$ cat src/msq_pkg.sv
// msq_pkg: widths, defaults and the sample threshold test for the
// marching-squares cell classifier. No dependencies.
package msq_pkg;

  localparam int MAX_GRID_COLS_DEF = 1024;
  localparam int MAX_GRID_ROWS_DEF = 1024;

  localparam int PIX_W   = 8;
  localparam int CASE_W  = 4;
  localparam int COORD_W = 10;
  localparam int SUM_W   = 10;

  localparam logic [PIX_W-1:0] THRESHOLD_RESET = 8'd128;

  typedef logic [PIX_W-1:0] pix_t;

  // floor((r+g+b)/3) > thr  <=>  r+g+b > 3*thr + 2
  function automatic logic sample_bit(pix_t r, pix_t g, pix_t b, pix_t thr);
    logic [SUM_W-1:0] sum;
    logic [SUM_W-1:0] limit;
    sum   = SUM_W'(r) + SUM_W'(g) + SUM_W'(b);
    limit = SUM_W'(thr) + SUM_W'({thr, 1'b0}) + SUM_W'(2);
    return (sum > limit) ? 1'b0 : 1'b1;
  endfunction

endpackage

$ cat src/marching_squares_cell_classifier.sv
// marching_squares_cell_classifier: top level of the cell classifier.
// Depends on msq_pkg and msq_ram (line store of the previous row's bits).
//
// Usage:
//   Input channel (in_valid/in_ready) carries one sampled grid pixel per
//   request in raster order, with row_end on the last sample of each row and
//   grid_end_row held for the whole final row. Each sample is thresholded to
//   one bit against the threshold register (cfg_we/cfg_wdata, reset 128).
//   Output channel (out_valid/out_ready) carries one request per sample that
//   lies past row 0 and column 0: the 4-bit case of the cell to its upper
//   left and that cell's top-left coordinates. Other samples give nothing.
//   A sample is registered in the input stage, with the line store read
//   alongside it, and is then classified into the output register.
//   Throughput: one sample per cycle, sustained, while out_ready stays high;
//   the line store has one read and one write port, used once per sample.
//   When the receiver stalls, the output register holds its request, one
//   more sample waits in the input stage, and then in_ready drops.
//   Reset clears counters, neighbour bits and the line store fill mark (line
//   store entries not yet written read as 0); no clearing pass is needed.
module marching_squares_cell_classifier #(
  parameter int MAX_GRID_COLS = msq_pkg::MAX_GRID_COLS_DEF,
  parameter int MAX_GRID_ROWS = msq_pkg::MAX_GRID_ROWS_DEF
) (
  input  logic                        clk,
  input  logic                        rst,
  input  logic                        cfg_we,
  input  msq_pkg::pix_t               cfg_wdata,
  input  logic                        in_valid,
  output logic                        in_ready,
  input  msq_pkg::pix_t               red,
  input  msq_pkg::pix_t               green,
  input  msq_pkg::pix_t               blue,
  input  logic                        row_end,
  input  logic                        grid_end_row,
  output logic                        out_valid,
  input  logic                        out_ready,
  output logic [msq_pkg::CASE_W-1:0]  case_index,
  output logic [msq_pkg::COORD_W-1:0] cell_row,
  output logic [msq_pkg::COORD_W-1:0] cell_col
);

  import msq_pkg::*;

  localparam int CW = $clog2(MAX_GRID_COLS);
  localparam int RW = $clog2(MAX_GRID_ROWS);
  localparam int FW = $clog2(MAX_GRID_COLS + 1);
  localparam logic [CW-1:0] COL_LAST = CW'(MAX_GRID_COLS - 1);
  localparam logic [RW-1:0] ROW_LAST = RW'(MAX_GRID_ROWS - 1);

  pix_t threshold;

  logic [CW-1:0] col_count;
  logic [RW-1:0] row_count;
  logic [FW-1:0] fill;
  logic          left_bit;
  logic          upper_left_bit;

  // input stage
  logic          s1_valid;
  pix_t          s1_red, s1_green, s1_blue;
  logic          s1_row_end, s1_last_row;
  logic [CW-1:0] s1_col;
  logic [RW-1:0] s1_row;
  logic          s1_byp_hit, s1_byp_bit, s1_filled;

  logic          accept, s1_move, s1_produce, s1_bit, above, rdata;
  logic [CW-1:0] col_next;
  logic [RW-1:0] row_next;
  logic [CW-1:0] col_m1;
  logic [RW-1:0] row_m1;

  assign accept     = in_valid && in_ready;
  assign s1_produce = (s1_row != '0) && (s1_col != '0);
  assign s1_move    = s1_valid && (!s1_produce || !out_valid || out_ready);
  assign in_ready   = !s1_valid || s1_move;

  assign s1_bit = sample_bit(s1_red, s1_green, s1_blue, threshold) &
                  !(s1_row_end && s1_last_row);
  assign above  = s1_byp_hit ? s1_byp_bit : (s1_filled & rdata);
  assign col_m1 = s1_col - CW'(1);
  assign row_m1 = s1_row - RW'(1);

  always_comb begin
    col_next = col_count;
    row_next = row_count;
    if (row_end) begin
      col_next = '0;
      if (grid_end_row) begin
        row_next = '0;
      end else if (row_count != ROW_LAST) begin
        row_next = row_count + RW'(1);
      end
    end else if (col_count != COL_LAST) begin
      col_next = col_count + CW'(1);
    end
  end

  msq_ram #(
    .WIDTH(1),
    .DEPTH(MAX_GRID_COLS)
  ) u_line (
    .clk  (clk),
    .we   (s1_move),
    .waddr(s1_col),
    .wdata(s1_bit),
    .re   (accept),
    .raddr(col_count),
    .rdata(rdata)
  );

  always_ff @(posedge clk) begin
    if (rst) begin
      threshold <= THRESHOLD_RESET;
    end else if (cfg_we) begin
      threshold <= cfg_wdata;
    end
  end

  always_ff @(posedge clk) begin
    if (rst) begin
      col_count      <= '0;
      row_count      <= '0;
      fill           <= '0;
      left_bit       <= 1'b0;
      upper_left_bit <= 1'b0;
      s1_valid       <= 1'b0;
      out_valid      <= 1'b0;
    end else begin
      if (accept) begin
        col_count <= col_next;
        row_count <= row_next;
        s1_valid  <= 1'b1;
      end else if (s1_move) begin
        s1_valid <= 1'b0;
      end
      if (s1_move) begin
        left_bit       <= s1_bit;
        upper_left_bit <= above;
        // entries written since reset always form a prefix of the line
        if (FW'(s1_col) + FW'(1) > fill) begin
          fill <= FW'(s1_col) + FW'(1);
        end
      end
      if (s1_move && s1_produce) begin
        out_valid <= 1'b1;
      end else if (out_ready) begin
        out_valid <= 1'b0;
      end
    end
  end

  always_ff @(posedge clk) begin
    if (accept) begin
      s1_red      <= red;
      s1_green    <= green;
      s1_blue     <= blue;
      s1_row_end  <= row_end;
      s1_last_row <= grid_end_row;
      s1_col      <= col_count;
      s1_row      <= row_count;
      // the RAM returns old data when the leaving sample writes the same column
      s1_byp_hit  <= s1_move && (s1_col == col_count);
      s1_byp_bit  <= s1_bit;
      s1_filled   <= FW'(col_count) < fill;
    end
    if (s1_move && s1_produce) begin
      case_index <= {upper_left_bit, above, s1_bit, left_bit};
      cell_row   <= COORD_W'(row_m1);
      cell_col   <= COORD_W'(col_m1);
    end
  end

  a_accept_fills_stage: assert property (@(posedge clk) disable iff (rst)
    accept |=> s1_valid)
    else $error("accepted sample did not reach the input stage");

  a_col_in_range: assert property (@(posedge clk) disable iff (rst)
    (col_count <= COL_LAST) && (row_count <= ROW_LAST))
    else $error("position counter beyond grid limit");

  a_fill_in_range: assert property (@(posedge clk) disable iff (rst)
    fill <= FW'(MAX_GRID_COLS))
    else $error("line store fill mark beyond depth");

  a_out_from_stage: assert property (@(posedge clk) disable iff (rst)
    $rose(out_valid) |-> $past(s1_move && s1_produce))
    else $error("result appeared without a classified sample");

  a_no_drop: assert property (@(posedge clk) disable iff (rst)
    s1_valid && !s1_move |=> s1_valid && $stable(s1_col) && $stable(s1_row))
    else $error("stalled sample lost from the input stage");

endmodule

$ cat src/msq_ram.sv
// msq_ram: generic single-write, single-read RAM with registered read data.
// Standalone; no package needed.
module msq_ram #(
  parameter int WIDTH = 1,
  parameter int DEPTH = 1024
) (
  input  logic                     clk,
  input  logic                     we,
  input  logic [$clog2(DEPTH)-1:0] waddr,
  input  logic [WIDTH-1:0]         wdata,
  input  logic                     re,
  input  logic [$clog2(DEPTH)-1:0] raddr,
  output logic [WIDTH-1:0]         rdata
);

  logic [WIDTH-1:0] mem [DEPTH];

  always_ff @(posedge clk) begin
    if (we) begin
      mem[waddr] <= wdata;
    end
    if (re) begin
      rdata <= mem[raddr];
    end
  end

endmodule

$ cat config.mk
export PLATFORM = sky130hd
export DESIGN_NAME = marching_squares_cell_classifier
export DESIGN_NICKNAME = d
export VERILOG_FILES = /design/src/msq_pkg.sv /design/src/marching_squares_cell_classifier.sv /design/src/msq_ram.sv
export SDC_FILE = /design/constraint.sdc
export NUM_CORES = 2
export LEC_CHECK = 0
export BUFFER_PORTS_ARGS = -buffer_cell sky130_fd_sc_hd__buf_2
export CORE_ASPECT_RATIO = 1.2
export CORE_MARGIN = 2
export CORE_UTILIZATION = 52
export DETAILED_ROUTE_END_ITERATION = 6
export PLACE_DENSITY = 0.72
export SYNTH_ARGS = -nofsm -noshare
export SYNTH_HDL_FRONTEND = slang
export SYNTH_SLANG_ARGS = --single-unit
$ cat constraint.sdc
create_clock -name clk -period 61.1 [get_ports clk]
set_input_delay 12.22 -clock clk [delete_from_list [all_inputs] [get_ports clk]]
set_output_delay 12.22 -clock clk [all_outputs]
set_load 0.05 [all_outputs]
==> run metrics <==
status finished clean; Final min period approximately 25 ns; Initial Utilization a little over half; final wirelength between 100000 and 150000 um; Synth top area share around 65%; Int Pwr between 1 and 1.5 mW; antenna-violating nets left 0; net switching power figure between 0.4 and 0.5 mW; Comb power frac under 10%; cell accounting for the most synthesized area edfxtp_1; Die ar. roughly 100000 um2; sequential share of power between 50% and 60%; Final Skew between 0.02 and 0.025 ns; most frequent cells in the layout nor2_1 (1098), edfxtp_1 (1098), mux4_2 (219), mux2i_1 (112), clkbuf_16 (104); max-slew violation count 0; Synth Flop Type edfxtp_1; main combinational cell family by area after synthesis multiplexers; Post-synth EDFFs 1098; critical setup path kind in -> out; Clock Latency Late Sink 0.70 ns; complex-gate fraction of the synthesized area 3.705%; All-Layer GR Usage around a quarter; RSZ-0062 raised after global routing no; Buffers on Ports 64; XOR/XNOR Fraction of Synth Area less than 1%; grt ovf 0; Slew @ Worst Pin 1.281 ns; simple-gate share of the synthesized area between 10 and 15%; Worst-path clk slew ~0.07 ns; CTS Hold Buffers Added 0; # setup viols final 0; largest net degree at the start of global routing about 140; nets@finish around 3700; CTS root buf clkbuf_16; Synth Instances between 3000 and 4000; drt wl/cell 25.61 um; IR drop worst, VDD 0.02521 mV; ys async rst share 0%; max capacitance violation total 0; Post-CTS Setup Inserts 0; first-pass GRT wire length between 150000 and 200000 um; Vias 30690; diode count 0; startpoint types primary input; data required time at the worst endpoint approximately 50 ns; number of detailed-route iterations in the first pass 5; worst hold margin around 0.44 ns; iteration-0 DRC count of the detailed router 3907; Synthesis Warnings 0; pwr dens between 30 and 40 nW/um2; Die H approximately 350 um; Layout area overhead 9.047%; Synth Register Bits 1141; H-tree levels 3; layout cell share with drive strength beyond 1 between 10% and 20%; worst min path class reg -> reg; CTS resizes 0; max frequency a little under 40 MHz; syn_nets 3742; die width 288.5 um; Rel. slew slack between 10 and 15%; CTS Buffer Depth 3; clock share of power a little under two fifths; critical path endpoint category primary output; Synth Cell Area 50520 um2; multiplexer share of the synthesized area about an eighth; LEAKAGE 16.56 nW; # fillers 7445; initial antenna violation count 0; CP arrival roughly 13 ns; Syn Area/Cell between 10 and 15 um2; Post-DP HPWL a little over 70000 um; clock sinks roughly 1100; vias in the first global route 30000; CTS buffer count 103; Placer Congestion 0.8702; setup_tns 0 ns; Vias/cell 6.241; final hold vios 0; synth top area cells edfxtp_1 (65%), mux4_2 (9.8%), nor2_1 (8.2%); Ports 65; cell row count 125; Final Cycle Share about two fifths; CP Max Fanout 3; Core ar. 96500 um2; switch share between 20% and 30%; Reg area approximately 34000 um2; Cell variety after synth 75; post-synthesis sequential area ratio around 67%; area of the multi-input gates between 15000 and 20000 um2; drt drc 0; Adder-Cell Fraction of Synth Area under 10%; CTS tree done
## power by group through the flow
stage / Sequential [mW] / Clock, mW / Combinational [mW]
after global placement: 0.990 / 0 / 0.155
after global routing: 0.975 / 0.692 / 0.176
final: 0.974 / 0.660 / 0.159
after detailed placement: 0.991 / 0 / 0.158
after floorplan: 1.20 / 0 / 0.102
after CTS: 0.974 / 0.664 / 0.159
## critical path, stage by stage
cell and delay (ns):
buf_2 0.11, nor2b_1 0.16, o2111ai_1 0.18, buf_2 0.25
## routing by layer
| layer | track usage [%] | up-vias | wire [um] |
|---|---|---|---|
| li1 | - | 13140 | - |
| met1 | 32.45 | 15620 | 45190 |
| met2 | 42.30 | 1640 | 62900 |
| met3 | 3.799 | 293 | 11960 |
| met4 | 11.60 | 0 | 5889 |
| met5 | 0 | - | 0 |
## final timing paths
kind,slack [ns],to,depth (start not counted),startpoint
worst min register to register,0.44,case_index[0]$_DFFE_PP_,0,left_bit$_SDFFE_PP0P_
worst max register to register,52.81,u_line.mem[334]$_DFFE_PP_,22,s1_red[1]$_DFFE_PP_
worst min-delay path,0.44,case_index[0]$_DFFE_PP_,0,left_bit$_SDFFE_PP0P_
worst max-delay path,35.96,in_ready,4,out_ready
## synth_stat cells (all sizes together) (32+ instances only)
master	instances
clkbuf	231
inv	45
ha	60
nor2	1100
a21oi	54
o21ai	34
mux2i	112
edfxtp	1098
mux4	219
nand2	97
nand3	77
buf	89
dfxtp	43
a211oi	32
a22oi	38
## layout make-up
cell class                 instances  share of cell area [%]
clock buffer                     121                   4.912
clock inverter                    70                   1.342
inverter                          46                  0.3134
multi-input combinational       2126                   27.43
sequential                      1141                   61.43
tap                             1270                   2.884
timing repair buffer             143                   1.681
## kinds of logic after synthesis
family          count (synthesis)
mux                           337
buf+inv                       366
flops                        1141
xor+xnor                       54
fa+ha+maj                      70
compound gates                270
simple gates                 1395
## flip-flops by register name (all words and copies together), names as in the netlist, 4 cells and up
| name | count |
|---|---|
| s1_col | 10 |
| s1_red | 8 |
| case_index | 4 |
| threshold | 8 |
| row_count | 10 |
| u_line.mem | 1024 |
| cell_row | 10 |
| fill | 11 |
| s1_row | 10 |
| cell_col | 10 |
| s1_green | 8 |
| col_count | 10 |
| s1_blue | 8 |
## metrics by stage
step	area, um2	worst slack, ns	power (mW)	std cells	utilization (%)
2_1_floorplan	50520	24.71	1.306	3633	-
3_3_place_gp	51650	35.96	1.145	4726	53.52
3_5_place_dp	51650	35.96	1.149	4726	53.52
4_1_cts	55090	35.96	1.796	4917	57.09
5_1_grt	55090	35.89	1.844	4917	57.09
6_report	55090	35.96	1.793	4917	57.09
(Power assumes the default switching activity.)
